<file path="src/rtl/core/spvg_pkg.sv">
package spvg_pkg;

    localparam logic [1:0] OP_TICK  = 2'd0;
    localparam logic [1:0] OP_WRITE = 2'd1;
    localparam logic [1:0] OP_READ  = 2'd2;
    localparam logic [1:0] OP_PINS  = 2'd3;

    localparam logic [7:0] LINE_CLOCKS     = 8'd228;
    localparam logic [7:0] HBLANK_END      = 8'd68;
    localparam logic [7:0] LONG_HBLANK_END = 8'd76;
    localparam logic [7:0] LINE_CENTER     = 8'd148;
    localparam logic [7:0] VISIBLE         = 8'd160;
    localparam logic [7:0] RELEASE_CLOCK   = 8'd3;

    localparam int OBJ_P0 = 0;
    localparam int OBJ_P1 = 1;
    localparam int OBJ_M0 = 2;
    localparam int OBJ_M1 = 3;
    localparam int OBJ_BL = 4;
    localparam int PIX_PF = 5;

    localparam int OF_ENAM0 = 0;
    localparam int OF_ENABL_NEW = 2;
    localparam int OF_ENABL_OLD = 3;
    localparam int OF_REFP0 = 4;
    localparam int OF_VDELP0 = 6;
    localparam int OF_VDELBL = 8;
    localparam int OF_RESMP0 = 9;

    localparam logic [5:0] A_VSYNC = 6'h00, A_VBLANK = 6'h01, A_WSYNC = 6'h02,
        A_RSYNC = 6'h03, A_NUSIZ0 = 6'h04, A_NUSIZ1 = 6'h05, A_COLUP0 = 6'h06,
        A_COLUP1 = 6'h07, A_COLUPF = 6'h08, A_COLUBK = 6'h09, A_CTRLPF = 6'h0a,
        A_REFP0 = 6'h0b, A_REFP1 = 6'h0c, A_PF0 = 6'h0d, A_PF1 = 6'h0e, A_PF2 = 6'h0f,
        A_RESP0 = 6'h10, A_RESP1 = 6'h11, A_RESM0 = 6'h12, A_RESM1 = 6'h13,
        A_RESBL = 6'h14, A_GRP0 = 6'h1b, A_GRP1 = 6'h1c, A_ENAM0 = 6'h1d,
        A_ENAM1 = 6'h1e, A_ENABL = 6'h1f, A_HMP0 = 6'h20, A_HMP1 = 6'h21,
        A_HMM0 = 6'h22, A_HMM1 = 6'h23, A_HMBL = 6'h24, A_VDELP0 = 6'h25,
        A_VDELP1 = 6'h26, A_VDELBL = 6'h27, A_RESMP0 = 6'h28, A_RESMP1 = 6'h29,
        A_HMOVE = 6'h2a, A_HMCLR = 6'h2b, A_CXCLR = 6'h2c;

    localparam int PAIR_A [15] = '{OBJ_M0, OBJ_M0, OBJ_M1, OBJ_M1, OBJ_P0, OBJ_P0, OBJ_P1,
        OBJ_P1, OBJ_M0, OBJ_M0, OBJ_M1, OBJ_M1, OBJ_BL, OBJ_P0, OBJ_M0};
    localparam int PAIR_B [15] = '{OBJ_P1, OBJ_P0, OBJ_P0, OBJ_P1, PIX_PF, OBJ_BL, PIX_PF,
        OBJ_BL, PIX_PF, OBJ_BL, PIX_PF, OBJ_BL, PIX_PF, OBJ_P1, OBJ_M1};

    typedef struct packed {
        logic [1:0] operation;
        logic [5:0] address;
        logic [7:0] data;
        logic [5:0] pins_set;
        logic [5:0] pins_cleared;
    } in_item_t;

    typedef struct packed {
        logic [7:0] read_data;
        logic       pixel_valid;
        logic [7:0] pixel_column;
        logic [7:0] pixel_color;
        logic       line_end;
        logic       line_shown;
        logic       frame_start;
        logic       cpu_hold;
        logic       cpu_release;
        logic       pots_dumped;
    } out_item_t;

    function automatic logic copy_start(input logic [7:0] ctr, input logic [7:0] nus);
        logic [2:0] n;
        logic r;
        n = nus[2:0];
        r = 1'b0;
        if (ctr == 8'd0) r = 1'b1;
        else if (ctr == 8'd16) r = (n == 3'd1) || (n == 3'd3);
        else if (ctr == 8'd32) r = (n == 3'd2) || (n == 3'd3) || (n == 3'd6);
        else if (ctr == 8'd64) r = (n == 3'd4) || (n == 3'd6);
        return r;
    endfunction

endpackage

</file>
<file path="src/rtl/core/spvg_stream_if.sv">
interface spvg_stream_if #(
    parameter type payload_t = logic
);
    logic     valid;
    logic     ready;
    payload_t payload;

    modport source (output valid, output payload, input ready);
    modport sink (input valid, input payload, output ready);
endinterface

</file>
<file path="src/rtl/core/sprite_playfield_video_generator.sv">
// Channel   Direction  Payload
// in_ch     sink       operation, address, data, pins_set, pins_cleared
// out_ch    source     read_data, pixel fields, line and processor flags
//
// Every item is finished in the cycle it is accepted; its result sits in one output
// register, so one item per cycle is sustained while the output is taken.
// A new item is accepted whenever the output register is empty or is read out in the
// same cycle. The asynchronous reset initializes every register except out_reg.
// A stalled output holds the result and blocks further input until it is taken.
module sprite_playfield_video_generator (
    input logic        clk,
    input logic        rst_n,
    spvg_stream_if.sink   in_ch,
    spvg_stream_if.source out_ch
);

    logic [7:0]  line_clock_reg, line_clock_next;
    logic [3:0]  blank_flags_reg, blank_flags_next;
    logic [7:0]  vblank_bits_reg, vblank_bits_next;
    logic [7:0]  pf_bits_reg [3], pf_bits_next [3];
    logic [7:0]  pf_shift_reg [3], pf_shift_next [3];
    logic [7:0]  mode_reg [3], mode_next [3];
    logic [7:0]  color_reg [4], color_next [4];
    logic [7:0]  grp_reg [4], grp_next [4];
    logic [11:0] oflags_reg, oflags_next;
    logic [3:0]  motion_reg [5], motion_next [5];
    logic [7:0]  pos_reg [5], pos_next [5];
    logic [5:0]  wid_reg [5], wid_next [5];
    logic [2:0]  rdel_reg [5], rdel_next [5];
    logic [4:0]  xclk_reg, xclk_next;
    logic [6:0]  mseq_reg, mseq_next;
    logic [5:0]  opix_reg, opix_next;
    logic [14:0] coll_reg, coll_next;
    logic [5:0]  pins_reg, pins_next;
    logic [1:0]  ilatch_reg, ilatch_next;
    logic        out_valid_reg;
    spvg_pkg::out_item_t out_reg, out_next;

    logic accept;
    spvg_pkg::in_item_t it;

    assign it = in_ch.payload;
    assign in_ch.ready = !out_valid_reg || out_ch.ready;
    assign accept = in_ch.valid && in_ch.ready;
    assign out_ch.valid = out_valid_reg;
    assign out_ch.payload = out_reg;

    always_comb
    begin
        logic [7:0] hc, sx, p0, p1, p2, r0, c, at;
        logic [5:0] cnt, lim, sz;
        logic [2:0] mode, n, rr;
        logic [4:0] xc;
        logic refl, pfon, en, clk5 [5], shown, wide;
        line_clock_next = line_clock_reg;
        blank_flags_next = blank_flags_reg;
        vblank_bits_next = vblank_bits_reg;
        pf_bits_next = pf_bits_reg;
        pf_shift_next = pf_shift_reg;
        mode_next = mode_reg;
        color_next = color_reg;
        grp_next = grp_reg;
        oflags_next = oflags_reg;
        motion_next = motion_reg;
        pos_next = pos_reg;
        wid_next = wid_reg;
        rdel_next = rdel_reg;
        xclk_next = xclk_reg;
        mseq_next = mseq_reg;
        opix_next = opix_reg;
        coll_next = coll_reg;
        pins_next = pins_reg;
        ilatch_next = ilatch_reg;
        out_next = '0;
        hc = line_clock_reg;
        sx = '0; p0 = '0; p1 = '0; p2 = '0; r0 = '0; c = '0; at = '0;
        cnt = '0; lim = '0; sz = '0; mode = '0; n = '0; rr = '0; xc = '0;
        refl = 1'b0; pfon = 1'b0; en = 1'b0; shown = 1'b0; wide = 1'b0;
        for (int i = 0; i < 5; i++) clk5[i] = 1'b0;
        unique case (it.operation)
            spvg_pkg::OP_TICK:
            begin
                refl = mode_reg[0][0];
                p0 = pf_shift_reg[0]; p1 = pf_shift_reg[1]; p2 = pf_shift_reg[2];
                if (hc == spvg_pkg::HBLANK_END || (hc == spvg_pkg::LINE_CENTER && !refl))
                begin
                    p0 = 8'h10; p1 = '0; p2 = '0;
                end
                else if (hc == spvg_pkg::LINE_CENTER)
                begin
                    p0 = '0; p1 = '0; p2 = 8'h80;
                end
                opix_next[spvg_pkg::PIX_PF] = |((pf_bits_reg[0] & p0)
                                                | (pf_bits_reg[1] & p1)
                                                | (pf_bits_reg[2] & p2));
                if (hc[1:0] == 2'b11)
                begin
                    if (refl && hc >= spvg_pkg::LINE_CENTER)
                    begin
                        pf_shift_next[0] = (p0 >> 1) | (p1 & 8'h80);
                        pf_shift_next[1] = (p1 << 1) | (p2 & 8'h01);
                        pf_shift_next[2] = p2 >> 1;
                    end
                    else
                    begin
                        pf_shift_next[2] = (p2 << 1) | (p1 & 8'h01);
                        pf_shift_next[1] = (p1 >> 1) | (p0 & 8'h80);
                        pf_shift_next[0] = p0 << 1;
                    end
                end
                else
                begin
                    pf_shift_next[0] = p0; pf_shift_next[1] = p1; pf_shift_next[2] = p2;
                end
                for (int i = 0; i < 5; i++)
                    clk5[i] = !blank_flags_reg[0] || (xclk_reg[i] && mseq_reg[1:0] == 2'b00);

                // Ball.
                sz = 6'd1 << mode_reg[0][5:4];
                if (clk5[spvg_pkg::OBJ_BL] && wid_reg[spvg_pkg::OBJ_BL] != 0)
                begin
                    if (wid_reg[spvg_pkg::OBJ_BL] == sz)
                    begin
                        opix_next[spvg_pkg::OBJ_BL] = 1'b0; wid_next[spvg_pkg::OBJ_BL] = '0;
                    end
                    else wid_next[spvg_pkg::OBJ_BL] = wid_reg[spvg_pkg::OBJ_BL] + 6'd1;
                end
                if (rdel_reg[spvg_pkg::OBJ_BL] != 0)
                begin
                    if (rdel_reg[spvg_pkg::OBJ_BL] > 3'd3 || clk5[spvg_pkg::OBJ_BL])
                        rdel_next[spvg_pkg::OBJ_BL] = rdel_reg[spvg_pkg::OBJ_BL] - 3'd1;
                    if (rdel_next[spvg_pkg::OBJ_BL] == 0)
                        pos_next[spvg_pkg::OBJ_BL] = spvg_pkg::VISIBLE - 8'd1;
                end
                if (clk5[spvg_pkg::OBJ_BL])
                begin
                    pos_next[spvg_pkg::OBJ_BL] = pos_next[spvg_pkg::OBJ_BL] + 8'd1;
                    if (pos_next[spvg_pkg::OBJ_BL] >= spvg_pkg::VISIBLE)
                    begin
                        en = oflags_reg[spvg_pkg::OF_VDELBL] ? oflags_reg[spvg_pkg::OF_ENABL_OLD]
                                                            : oflags_reg[spvg_pkg::OF_ENABL_NEW];
                        opix_next[spvg_pkg::OBJ_BL] = en;
                        wid_next[spvg_pkg::OBJ_BL] = 6'd1;
                        pos_next[spvg_pkg::OBJ_BL] = '0;
                    end
                end

                // Missiles.
                for (int i = spvg_pkg::OBJ_M0; i <= spvg_pkg::OBJ_M1; i++)
                begin
                    sz = 6'd1 << mode_reg[i-1][5:4];
                    if (clk5[i] && wid_reg[i] != 0)
                    begin
                        if (wid_reg[i] == sz)
                        begin
                            opix_next[i] = 1'b0; wid_next[i] = '0;
                        end
                        else wid_next[i] = wid_reg[i] + 6'd1;
                    end
                    if (rdel_reg[i] != 0)
                    begin
                        if (rdel_reg[i] > 3'd4 || clk5[i]) rdel_next[i] = rdel_reg[i] - 3'd1;
                        if (rdel_next[i] == 0) pos_next[i] = '0;
                    end
                    if (clk5[i])
                    begin
                        pos_next[i] = pos_next[i] + 8'd1;
                        if (pos_next[i] >= spvg_pkg::VISIBLE) pos_next[i] = '0;
                        if (spvg_pkg::copy_start(pos_next[i], mode_reg[i-1]))
                        begin
                            opix_next[i] = oflags_reg[spvg_pkg::OF_ENAM0+i-spvg_pkg::OBJ_M0]
                                && !oflags_reg[spvg_pkg::OF_RESMP0+i-spvg_pkg::OBJ_M0];
                            wid_next[i] = 6'd1;
                        end
                    end
                end

                // Players.
                for (int i = spvg_pkg::OBJ_P0; i <= spvg_pkg::OBJ_P1; i++)
                begin
                    if (clk5[i] && wid_reg[i] != 0)
                    begin
                        c = oflags_reg[spvg_pkg::OF_VDELP0+i] ? grp_reg[2*i+1] : grp_reg[2*i];
                        cnt = wid_reg[i];
                        mode = mode_reg[1+i][2:0];
                        wide = (mode == 3'd5) || (mode == 3'd7);
                        lim = (mode == 3'd5) ? 6'd17 : ((mode == 3'd7) ? 6'd33 : 6'd8);
                        refl = oflags_reg[spvg_pkg::OF_REFP0+i];
                        shown = 1'b0;
                        if (cnt > lim) wid_next[i] = '0;
                        else
                        begin
                            if (wide)
                            begin
                                if (cnt >= 6'd2)
                                begin
                                    sx = 8'(cnt - 6'd2) >> ((mode == 3'd5) ? 1 : 2);
                                    n = refl ? sx[2:0] : 3'd7 - sx[2:0];
                                    shown = c[n];
                                end
                            end
                            else
                            begin
                                n = refl ? 3'(cnt - 6'd1) : 3'(6'd8 - cnt);
                                shown = c[n];
                            end
                            wid_next[i] = cnt + 6'd1;
                        end
                        opix_next[i] = shown;
                    end
                    if (rdel_reg[i] != 0)
                    begin
                        if (rdel_reg[i] > 3'd4 || clk5[i]) rdel_next[i] = rdel_reg[i] - 3'd1;
                        if (rdel_next[i] == 0) pos_next[i] = '0;
                    end
                end
                for (int i = spvg_pkg::OBJ_P0; i <= spvg_pkg::OBJ_P1; i++)
                begin
                    if (clk5[i])
                    begin
                        pos_next[i] = pos_next[i] + 8'd1;
                        if (pos_next[i] >= spvg_pkg::VISIBLE) pos_next[i] = '0;
                        if (spvg_pkg::copy_start(pos_next[i], mode_reg[1+i])) wid_next[i] = 6'd1;
                        if (oflags_reg[spvg_pkg::OF_RESMP0+i])
                        begin
                            mode = mode_reg[1+i][2:0];
                            at = (mode == 3'd5) ? 8'd8 : ((mode == 3'd7) ? 8'd12 : 8'd5);
                            if (pos_next[i] == at) pos_next[spvg_pkg::OBJ_M0+i] = '0;
                        end
                    end
                end

                if (!vblank_bits_reg[1])
                    for (int k = 0; k < 15; k++)
                        if (opix_next[spvg_pkg::PAIR_A[k]] && opix_next[spvg_pkg::PAIR_B[k]])
                            coll_next[k] = 1'b1;

                if (hc >= spvg_pkg::HBLANK_END && hc < spvg_pkg::LINE_CLOCKS)
                begin
                    sx = hc - spvg_pkg::HBLANK_END;
                    out_next.pixel_valid = 1'b1;
                    out_next.pixel_column = sx;
                    pfon = opix_next[spvg_pkg::PIX_PF] || opix_next[spvg_pkg::OBJ_BL];
                    c = color_reg[3];
                    if (pfon)
                        c = mode_reg[0][1] ? ((sx >= 8'd80) ? color_reg[1] : color_reg[0])
                                           : color_reg[2];
                    if (opix_next[spvg_pkg::OBJ_P1] || opix_next[spvg_pkg::OBJ_M1])
                        c = color_reg[1];
                    if (opix_next[spvg_pkg::OBJ_P0] || opix_next[spvg_pkg::OBJ_M0])
                        c = color_reg[0];
                    if (mode_reg[0][2] && pfon) c = color_reg[2];
                    if (blank_flags_reg[0] || vblank_bits_reg[1]) c = '0;
                    out_next.pixel_color = c;
                end

                hc = hc + 8'd1;
                if ((!blank_flags_reg[1] && hc == spvg_pkg::HBLANK_END)
                    || (blank_flags_reg[1] && hc == spvg_pkg::LONG_HBLANK_END))
                    blank_flags_next[0] = 1'b0;
                else if (hc >= spvg_pkg::LINE_CLOCKS)
                begin
                    hc = '0;
                    blank_flags_next[0] = 1'b1;
                    blank_flags_next[1] = 1'b0;
                    out_next.line_end = 1'b1;
                    out_next.line_shown = !vblank_bits_reg[1];
                end
                else if (blank_flags_reg[3] && hc == spvg_pkg::RELEASE_CLOCK)
                begin
                    blank_flags_next[3] = 1'b0;
                    out_next.cpu_release = 1'b1;
                end
                line_clock_next = hc;

                if (mseq_reg != 0)
                begin
                    mseq_next = mseq_reg + 7'd1;
                    if (mseq_next == 7'd6) blank_flags_next[1] = 1'b1;
                    else if (mseq_next > 7'd72) mseq_next = '0;
                    else if (mseq_next >= 7'd12)
                    begin
                        xc = (mseq_next == 7'd12) ? 5'h1f : xclk_reg;
                        if (mseq_next[1:0] == 2'b00)
                        begin
                            r0 = 8'(mseq_next - 7'd12) >> 2;
                            for (int i = 0; i < 5; i++)
                                if ({4'd0, motion_reg[i]} == r0) xc[i] = 1'b0;
                        end
                        xclk_next = xc;
                    end
                end
            end
            spvg_pkg::OP_WRITE:
            begin
                unique case (it.address)
                    spvg_pkg::A_VSYNC:
                    begin
                        out_next.frame_start = it.data[1] && !blank_flags_reg[2];
                        blank_flags_next[2] = it.data[1];
                    end
                    spvg_pkg::A_VBLANK:
                    begin
                        vblank_bits_next = it.data & 8'hc2;
                        if (!it.data[6]) ilatch_next = 2'b11;
                    end
                    spvg_pkg::A_WSYNC:
                    begin
                        out_next.cpu_hold = 1'b1;
                        blank_flags_next[3] = 1'b1;
                    end
                    spvg_pkg::A_RSYNC:
                    begin
                        line_clock_next = '0;
                        blank_flags_next[0] = 1'b1;
                    end
                    spvg_pkg::A_NUSIZ0: mode_next[1] = it.data & 8'h37;
                    spvg_pkg::A_NUSIZ1: mode_next[2] = it.data & 8'h37;
                    spvg_pkg::A_COLUP0: color_next[0] = it.data & 8'hfe;
                    spvg_pkg::A_COLUP1: color_next[1] = it.data & 8'hfe;
                    spvg_pkg::A_COLUPF: color_next[2] = it.data & 8'hfe;
                    spvg_pkg::A_COLUBK: color_next[3] = it.data & 8'hfe;
                    spvg_pkg::A_CTRLPF: mode_next[0] = it.data & 8'h37;
                    spvg_pkg::A_REFP0: oflags_next[spvg_pkg::OF_REFP0] = it.data[3];
                    spvg_pkg::A_REFP1: oflags_next[spvg_pkg::OF_REFP0+1] = it.data[3];
                    spvg_pkg::A_PF0: pf_bits_next[0] = it.data & 8'hf0;
                    spvg_pkg::A_PF1: pf_bits_next[1] = it.data;
                    spvg_pkg::A_PF2: pf_bits_next[2] = it.data;
                    spvg_pkg::A_RESP0: rdel_next[spvg_pkg::OBJ_P0] = 3'd6;
                    spvg_pkg::A_RESP1: rdel_next[spvg_pkg::OBJ_P1] = 3'd6;
                    spvg_pkg::A_RESM0: rdel_next[spvg_pkg::OBJ_M0] = 3'd6;
                    spvg_pkg::A_RESM1: rdel_next[spvg_pkg::OBJ_M1] = 3'd6;
                    spvg_pkg::A_RESBL: rdel_next[spvg_pkg::OBJ_BL] = 3'd5;
                    spvg_pkg::A_GRP0:
                    begin
                        grp_next[0] = it.data;
                        grp_next[3] = grp_reg[2];
                    end
                    spvg_pkg::A_GRP1:
                    begin
                        grp_next[2] = it.data;
                        grp_next[1] = grp_reg[0];
                        oflags_next[spvg_pkg::OF_ENABL_OLD] = oflags_reg[spvg_pkg::OF_ENABL_NEW];
                    end
                    spvg_pkg::A_ENAM0: oflags_next[spvg_pkg::OF_ENAM0] = it.data[1];
                    spvg_pkg::A_ENAM1: oflags_next[spvg_pkg::OF_ENAM0+1] = it.data[1];
                    spvg_pkg::A_ENABL: oflags_next[spvg_pkg::OF_ENABL_NEW] = it.data[1];
                    spvg_pkg::A_HMP0: motion_next[0] = it.data[7:4] ^ 4'd8;
                    spvg_pkg::A_HMP1: motion_next[1] = it.data[7:4] ^ 4'd8;
                    spvg_pkg::A_HMM0: motion_next[2] = it.data[7:4] ^ 4'd8;
                    spvg_pkg::A_HMM1: motion_next[3] = it.data[7:4] ^ 4'd8;
                    spvg_pkg::A_HMBL: motion_next[4] = it.data[7:4] ^ 4'd8;
                    spvg_pkg::A_VDELP0: oflags_next[spvg_pkg::OF_VDELP0] = it.data[0];
                    spvg_pkg::A_VDELP1: oflags_next[spvg_pkg::OF_VDELP0+1] = it.data[0];
                    spvg_pkg::A_VDELBL: oflags_next[spvg_pkg::OF_VDELBL] = it.data[0];
                    spvg_pkg::A_RESMP0: oflags_next[spvg_pkg::OF_RESMP0] = it.data[1];
                    spvg_pkg::A_RESMP1: oflags_next[spvg_pkg::OF_RESMP0+1] = it.data[1];
                    spvg_pkg::A_HMOVE: mseq_next = 7'd1 + {5'd0, 2'(line_clock_reg + 8'd1)};
                    spvg_pkg::A_HMCLR: for (int i = 0; i < 5; i++) motion_next[i] = 4'd8;
                    spvg_pkg::A_CXCLR: coll_next = '0;
                    default: ;
                endcase
            end
            spvg_pkg::OP_READ:
            begin
                rr = 3'(it.address[3:0]);
                c = 8'hff;
                if (it.address[3:0] <= 4'd5)
                    c = {coll_reg[{rr, 1'b0}], coll_reg[{rr, 1'b1}], 6'd0};
                else if (it.address[3:0] == 4'd6) c = {coll_reg[12], 7'd0};
                else if (it.address[3:0] == 4'd7) c = {coll_reg[13], coll_reg[14], 6'd0};
                else if (it.address[3:0] <= 4'd11)
                    c = {pins_reg[{1'b0, it.address[1:0]}] && !vblank_bits_reg[7], 7'd0};
                else if (it.address[3:0] <= 4'd13)
                    c = {pins_reg[{2'b10, it.address[0]}] && ilatch_reg[it.address[0]], 7'd0};
                out_next.read_data = c;
            end
            spvg_pkg::OP_PINS:
            begin
                pins_next = (pins_reg & ~it.pins_cleared) | it.pins_set;
                if (vblank_bits_reg[6]) ilatch_next = ilatch_reg & ~it.pins_cleared[5:4];
            end
            default: ;
        endcase
        out_next.pots_dumped = vblank_bits_next[7];
    end

    always_ff @(posedge clk or negedge rst_n)
    begin
        if (!rst_n)
        begin
            line_clock_reg <= '0;
            blank_flags_reg <= 4'b0001;
            vblank_bits_reg <= '0;
            oflags_reg <= '0;
            xclk_reg <= '0;
            mseq_reg <= '0;
            opix_reg <= '0;
            coll_reg <= '0;
            pins_reg <= 6'h3f;
            ilatch_reg <= 2'b11;
            out_valid_reg <= 1'b0;
            for (int i = 0; i < 3; i++)
            begin
                pf_bits_reg[i] <= '0; pf_shift_reg[i] <= '0; mode_reg[i] <= '0;
            end
            for (int i = 0; i < 4; i++)
            begin
                color_reg[i] <= '0; grp_reg[i] <= '0;
            end
            for (int i = 0; i < 5; i++)
            begin
                motion_reg[i] <= '0; pos_reg[i] <= '0; wid_reg[i] <= '0; rdel_reg[i] <= '0;
            end
        end
        else
        begin
            if (accept)
            begin
                line_clock_reg <= line_clock_next;
                blank_flags_reg <= blank_flags_next;
                vblank_bits_reg <= vblank_bits_next;
                pf_bits_reg <= pf_bits_next;
                pf_shift_reg <= pf_shift_next;
                mode_reg <= mode_next;
                color_reg <= color_next;
                grp_reg <= grp_next;
                oflags_reg <= oflags_next;
                motion_reg <= motion_next;
                pos_reg <= pos_next;
                wid_reg <= wid_next;
                rdel_reg <= rdel_next;
                xclk_reg <= xclk_next;
                mseq_reg <= mseq_next;
                opix_reg <= opix_next;
                coll_reg <= coll_next;
                pins_reg <= pins_next;
                ilatch_reg <= ilatch_next;
                out_valid_reg <= 1'b1;
            end
            else if (out_ch.ready)
                out_valid_reg <= 1'b0;
        end
    end

    always_ff @(posedge clk)
    begin
        if (accept) out_reg <= out_next;
    end

endmodule

</file>
<file path="src/flat_wrapper.sv">
// flat-port wrapper written by rule: the top's interface ports become plain ports
module sprite_playfield_video_generator_flat 
  (clk, rst_n, in_ch_valid, in_ch_payload, in_ch_ready, out_ch_valid, out_ch_payload, out_ch_ready);
  spvg_stream_if #(.payload_t(spvg_pkg::in_item_t)) in_ch_i ();
  spvg_stream_if #(.payload_t(spvg_pkg::out_item_t)) out_ch_i ();
  input logic clk;
  input logic rst_n;
  input wire logic [$bits(in_ch_i.valid)-1:0] in_ch_valid;
  input wire logic [$bits(in_ch_i.payload)-1:0] in_ch_payload;
  output wire logic [$bits(in_ch_i.ready)-1:0] in_ch_ready;
  output wire logic [$bits(out_ch_i.valid)-1:0] out_ch_valid;
  output wire logic [$bits(out_ch_i.payload)-1:0] out_ch_payload;
  input wire logic [$bits(out_ch_i.ready)-1:0] out_ch_ready;
  assign in_ch_i.valid = in_ch_valid;
  assign in_ch_i.payload = in_ch_payload;
  assign in_ch_ready = in_ch_i.ready;
  assign out_ch_valid = out_ch_i.valid;
  assign out_ch_payload = out_ch_i.payload;
  assign out_ch_i.ready = out_ch_ready;
  sprite_playfield_video_generator u_core (.clk(clk), .rst_n(rst_n), .in_ch(in_ch_i), .out_ch(out_ch_i));
endmodule
</file>
<file path="config.mk">
export PLATFORM = sky130hd
export DESIGN_NAME = sprite_playfield_video_generator_flat
export DESIGN_NICKNAME = d
export VERILOG_FILES = /design/src/rtl/core/spvg_pkg.sv /design/src/rtl/core/spvg_stream_if.sv /design/src/rtl/core/sprite_playfield_video_generator.sv /design/src/flat_wrapper.sv
export SDC_FILE = /design/constraint.sdc
export NUM_CORES = 1
export LEC_CHECK = 0
export BUFFER_PORTS_ARGS = -buffer_cell sky130_fd_sc_hd__buf_2
export CORE_UTILIZATION = 33
export CTS_CLUSTER_DIAMETER = 50
export DETAILED_ROUTE_END_ITERATION = 8
export PLACE_DENSITY = 0.47
export SLEW_MARGIN = 40
export SYNTH_ARGS = -nofsm -noshare
export SYNTH_HDL_FRONTEND = slang
export SYNTH_SLANG_ARGS = --single-unit
</file>
<file path="constraint.sdc">
create_clock -name clk -period 14.16 [get_ports clk]
set_input_delay 1.416 -clock clk [delete_from_list [all_inputs] [get_ports clk]]
set_output_delay 1.416 -clock clk [all_outputs]
set_load 0.05 [all_outputs]
</file>
-- Word level (Yosys, flattened, before mapping)
Cells that the tools add are included.
- RAM bits: 0
- memory bits (read-only): 0
- latch bits: 0
- input bits: 32
- memories: 0
- bits in registers: 322
- output and inout port bits: 33
- word-level logic and storage cells: 725
- reduce and logical (&&, ||, !) cells: 171
- magnitude comparators: 33
- $add $sub $neg: 28
- shifts and indexed selects: 5
- $mul: 0
- eq/ne operators: 125
- div/mod/pow operators: 0
- bitwise logic cells: 21
- muxes and demuxes: 255
- operators with widths (kind ; number):
    8-bit two-way mux ; 69
    6-bit two-way mux ; 24
    1-bit two-way mux ; 94
    3-bit AND reduction ; 30
    3-bit two-way mux ; 29
    5-bit AND reduction ; 16
    6-bit equality test (second input constant) ; 13
    8-bit by 32-bit >> shifter with 3-bit output ; 2
    6-bit by 5-bit equality test with 1-bit output (second input constant) ; 10
    15-bit case mux with 2 select lines ; 2
    8-bit by 7-bit equality test with 1-bit output (second input constant) ; 7
    8-bit greater-or-equal comparator (second input constant) ; 7
    8-bit by 1-bit adder with 8-bit output (second input constant) ; 6
    6-bit by 4-bit equality test with 1-bit output (second input constant) ; 8
    24-bit two-way mux ; 2
    2-bit by 1-bit != test with 1-bit output (second input constant) ; 23
    4-bit case mux with 2 select lines ; 5
    1-bit logical AND ; 38
    8-bit by 5-bit equality test with 1-bit output (second input constant) ; 4
    8-bit by 6-bit equality test with 1-bit output (second input constant) ; 4
    8-bit logical NOT ; 4
    6-bit by 1-bit adder with 6-bit output (second input constant) ; 5
    4-bit by 6-bit equality test with 1-bit output ; 5
    15-bit two-way mux ; 2
    other kinds (77) ; 229

-- Logic depth before layout (Yosys ltp)
- word-level depth: 32
- depth in mapped cells: 20

-- Least setup slack after synthesis
No wires, ideal clock.
- kind: register to register
- start point: register u_core.mseq_reg[0]
- end point: register u_core.out_reg (netlist bit u_core.out_ch.payload[10]), data pin
- required time: 13.899 ns
- buffers on the path: 2
- stages on the path, launching flop included: 19
- arrival: 4.361 ns
- slack: 9.538 ns
- period minus slack after synthesis: 4.622 ns
- cell sequence: dfrtp_1 > inv_1 > ha_1 > buf_4 > a21boi_4 > o311ai_4 > a21oi_4 > clkbuf_1 > nand2b_1 > ha_1 > or2_2 > nor4_1 > o21ai_1 > a31oi_4 > mux2i_4 > nand2_4 > mux2_1 > mux2_4 > a221o_1
- longest elaborated chain between the ends: 30
- elaborated cells between the ends (all ways): 96
- classes of those cells: add/sub: 3; order compare: 3; eq/ne: 6; mux: 56; reduce/logical: 28
- RTL lines (element ; RTL line ; RTL):
    start, declared ; sprite_playfield_video_generator.sv:31 ; logic [6:0] mseq_reg, mseq_next;
    start signal, assigned ; sprite_playfield_video_generator.sv:434 ; mseq_reg <= mseq_next;
    2-bit logical NOT * ; sprite_playfield_video_generator.sv:116 ; clk5[i] = !blank_flags_reg[0] || (xclk_reg[i] && mseq_reg[1:0] == 2'b00);
    1-bit logical AND ; sprite_playfield_video_generator.sv:116 ;
    1-bit logical OR ; sprite_playfield_video_generator.sv:116 ;
    1-bit logical OR ; sprite_playfield_video_generator.sv:162 ; if (rdel_reg[i] > 3'd4 || clk5[i]) rdel_next[i] = rdel_reg[i] - 3'd1;
    3-bit two-way mux ; sprite_playfield_video_generator.sv:162 ;
    3-bit two-way mux ; sprite_playfield_video_generator.sv:160 ; if (rdel_reg[i] != 0)
    3-bit two-way mux ; sprite_playfield_video_generator.sv:80 ; unique case (it.operation)
    3-bit logical NOT ; sprite_playfield_video_generator.sv:163 ; if (rdel_next[i] == 0) pos_next[i] = '0;
    [14 not listed] ; n/a ;
    1-bit two-way mux ; sprite_playfield_video_generator.sv:80 ;
    1-bit two-way mux ; sprite_playfield_video_generator.sv:169 ; if (spvg_pkg::copy_start(pos_next[i], mode_reg[i-1]))
    1-bit two-way mux ; sprite_playfield_video_generator.sv:165 ; if (clk5[i])
    1-bit two-way mux ; sprite_playfield_video_generator.sv:80 ;
    1-bit logical OR ; sprite_playfield_video_generator.sv:248 ; if (opix_next[spvg_pkg::OBJ_P1] || opix_next[spvg_pkg::OBJ_M1])
    8-bit two-way mux ; sprite_playfield_video_generator.sv:248 ;
    8-bit two-way mux ; sprite_playfield_video_generator.sv:250 ; if (opix_next[spvg_pkg::OBJ_P0] || opix_next[spvg_pkg::OBJ_M0])
    8-bit two-way mux * ; sprite_playfield_video_generator.sv:252 ; if (mode_reg[0][2] && pfon) c = color_reg[2];
    end signal, assigned ; sprite_playfield_video_generator.sv:448 ; if (accept) out_reg <= out_next;
    end, declared ; sprite_playfield_video_generator.sv:37 ; spvg_pkg::out_item_t out_reg, out_next;
Mark *: on every way between the ends. The rest lies on a longest branch, timed or not. The select of a mux whose other input is x is not followed.
A chain may end at the register's enable or synchronous reset.

-- Worst setup path in the final report
Same ends and word-level chain as after synthesis.

==> results.txt <==
The initial antenna violation count is 1, and the clock sink count is 316. Entering global routing, the biggest net connects 74 pins. By area the synthesized netlist is led by dfrtp_1 (37%), mux2_2 (7.3%), o21ai_0 (4.0%).

VDD sags by at most 0.0865 mV. The synthesized netlist contains 105 unique library cells. The number of enable flip-flop cells after synthesis is 25. The register with the most flip-flops in the layout has 40 of them. The proportion of layout cells with a drive suffix above 1 works out to 0.180. The worst slew slack as a fraction of its limit is 0.457, and the cell total after placement is 2707.

The critical path is of the flop to flop type. Input and output buffers added on the ports amount to 63. For the finished layout, the period the worst path requires is 5.35 ns. The biggest area contributor in the post-synthesis netlist is dfrtp_1.

The total number of yosys warnings is 0, and the post-CTS repair timing setup buffer count is 0. Based on the critical path, the design can be clocked at up to 187 MHz. On the final layout, the worst clock skew is 0.0218 ns. The height of the die was 243 um. The run gives 0.59 ns as the latest clock arrival within the worst-skew pair. CTS built an H-tree with a depth of 2. The logs give 0 ns for the final sum of negative setup slack and 56800 um2 for the placeable core area. Number of I/O pins: 65. STA classifies the critical path startpoint as a flop. The average wire per cell in the routed design is 19.5 um, and the measured slew at the worst slew-check pin is 0.811 ns.

Final number of hold-violating endpoints: 0. Max-cap violations in this run came to 0. The run gives 87 as the number of rows in the core area.

The register area share after synthesis came out at 0.421. For this design the static power due to leakage is 9.30 nW. STA classifies the critical path endpoint as a flop. After synthesis, the mean cell area works out to 9.65 um2.

Of all nets on the critical path, the largest fanout is 11. In the final design database the tool counted 2089 nets. The maximum root-to-sink buffer count was 3. The multi-input combinational cells in the finished layout cover a total of 10300 um2. After the flow finishes, the layout carries non-filler instances totaling 2798. Once detail routing completed, the nets flagged for antenna violations numbered 0. Summed over all layers, the global routing overflow is 0. The number of DRC violations after detailed routing was 0. The root buffer cell was clkbuf_16.

The period utilization is 0.378. For this run, the leading register cell type out of synthesis is dfrtp_1. For this block, the via count after detailed routing is 15300. The clock slew at the register clock pins of the worst setup and hold paths was 0.06 ns. In the post-route analysis, the smallest setup slack over all paths is 8.81 ns. Counting flops and latches in the post-synthesis netlist gives 316. The sum of net half-perimeters after detailed placement is 38200 um, and the power per standard cell area is 146 nW/um2.

The die is 243 um wide. The tools report the via count of the first global-routing pass as 15000. The run gives 1024 as the initial DRC count. The class of the most critical hold timing path is flop to flop. The layout has 5694 filler cells.

The gate count after technology mapping is 1978. The overall fraction of global-route tracks in use came out at 0.186. The die covers 58800 um2. The share of the synthesized area in the top cell type was 0.370. The congestion estimate from routability-driven global placement came to 0.874. The required arrival time at the worst endpoint was 14.49 ns.

In this run, post-CTS hold repair placed 0 buffers. The area growth from synthesis to layout is 14.3%. The run finished with clean final reports. Setup violations remaining at the end of the flow were counted as 0. The first global-routing pass estimated 87100 um of wire. For the number of buffers added by the clock tree synthesis step, the log shows 47. Registers take 8040 um2. The logs give 2067 for the number of nets in the synthesized netlist and 8.85 ns for the worst-case setup slack after placement.

Setup repair after global routing left no endpoint under its margin. The cell area that synthesis handed to floorplanning was 19100 um2. The number of gates resized after cts is 0. For the effective utilization at floorplan, the log shows 0.336. For the worst setup path, the data arrival time is 5.68 ns. Before antenna repair, the detailed router went through 5 iterations. The via count normalized by instance count came out at 5.46. TritonCTS built the clock tree. For the total wire length after detailed routing, the log shows 54500 um. The fraction of synthesis flops using an asynchronous set or reset pin was 0.921; the number of max-slew violations in the final report was 0.
[final timing paths]
check / to / cells after the start / startpoint / slack (ns)
hold / removal: u_core.opix_reg[4] / 2 / u_core.opix_reg[4] / 0.48
min in group asynchronous: u_core.pos_reg[6] / 1 / rst_n / 0.72
hold reg to reg: u_core.opix_reg[4] / 2 / u_core.opix_reg[4] / 0.48
setup / recovery: u_core.out_ch.payload[10] / 17 / u_core.mseq_reg[0] / 8.81
setup reg to reg: u_core.out_ch.payload[10] / 17 / u_core.mseq_reg[0] / 8.81
max in group asynchronous: u_core.mseq_reg[0] / 3 / rst_n / 11.80
[stage by stage]
step / util / area (um2) / hold WS, ns / total power (W)
3_3_place_gp: 0.352 / 20000 / 0.460 / 0.00194
6_report: 0.384 / 21800 / 0.482 / 0.00320
3_5_place_dp: 0.354 / 20100 / 0.470 / 0.00195
5_1_grt: 0.384 / 21800 / 0.508 / 0.00337
4_1_cts: 0.384 / 21800 / 0.483 / 0.00323
2_1_floorplan: - / 19100 / 0.442 / 0.00174
[power breakdown]
group          switching (W)  total [W]  internal (W)
clock               0.000466    0.00125      0.000786
sequential          0.000115    0.00113       0.00101
combinational       0.000497   0.000816      0.000319
total                0.00108    0.00320       0.00212
[kinds of logic (layout without fill, tap and decap cells)]
family	after synthesis	in the layout	synth area share
xor gates and xnor gates	69	69	0.0321
muxes	198	198	0.119
buffers and inverters	189	250	0.0407
other	1	4	0.000196
DFF	316	316	0.421
and+or+nand+nor	617	617	0.158
adders and majority gates	57	57	0.0374
AOI/OAI and AO/OA	531	531	0.191
[cell type report]
cell class / count / share of cell area
Inverter: 82 / 0.0141
Sequential cell: 316 / 0.369
Tap cell: 756 / 0.0434
Clock buffer: 62 / 0.0616
Antenna cell: 3 / 0.000344
Clock inverter: 26 / 0.0157
Timing Repair Buffer: 80 / 0.0220
Multi-Input combinational cell: 1473 / 0.474
[synth_stat cells, drive strengths merged (15+ instances only)]
| cell | instances |
|---|---|
| xnor2 | 41 |
| or3 | 21 |
| o21ai | 159 |
| nor3 | 66 |
| buf | 38 |
| a21oi | 101 |
| dfrtp | 282 |
| o22ai | 20 |
| and2 | 24 |
| edfxtp | 25 |
| mux2i | 53 |
| nand4 | 16 |
| ha | 57 |
| nand3 | 65 |
| a21o | 20 |
| xor2 | 28 |
| clkbuf | 69 |
| a22o | 28 |
| a32o | 15 |
| a31oi | 23 |
| and3 | 15 |
| mux2 | 139 |
| nand2b | 23 |
| inv | 79 |
| nand2 | 192 |
| o31ai | 26 |
| nor2 | 116 |
| nor2b | 22 |
[cell usage in the layout, fill, tap and decap left out, types with 11 or more instances in the layout]
cell type	instances
o21ai_0	150
and3_1	15
nand2b_1	23
nor2b_1	22
a22o_1	28
o31ai_1	26
a21o_1	20
dfrtp_1	282
a211oi_1	13
inv_1	76
buf_2	62
nand3_1	63
a31oi_1	22
nor3_1	59
a21oi_1	97
xnor2_1	41
clkbuf_16	49
nor2_1	114
mux2_2	124
mux2i_1	52
nand4_1	16
a32o_1	15
or3_1	20
xor2_1	27
and2_1	24
o22ai_1	19
ha_1	57
nand2_1	190
edfxtp_1	25
buf_4	14
or2_2	11
nor4_1	12
[worst max-delay path, cell delays in order (launching register included)]
cell and delay [ns]:
dfrtp_1 0.42, inv_1 0.12, ha_1 0.58, a21bo_4 0.28, nor2_1 0.09, or2_2 0.27
a21o_1 0.24, and2_1 0.20, ha_1 0.31, nand3_1 0.14, xor2_1 0.29, nand3_1 0.14
a221oi_1 0.33, o22ai_2 0.24, mux2_4 0.31, o21a_1 0.45, mux2_4 0.34, a221o_1 0.31
[metal layers]
| layer | track usage | vias up | wire [um] |
|---|---|---|---|
| met4 | 0.0689 | 2 | 1670 |
| li1 | - | 7314 | - |
| met3 | 0.0287 | 89 | 2080 |
| met5 | 0 | - | 8 |
| met2 | 0.293 | 282 | 24800 |
| met1 | 0.256 | 7588 | 26000 |
(Power assumes the default switching activity.)
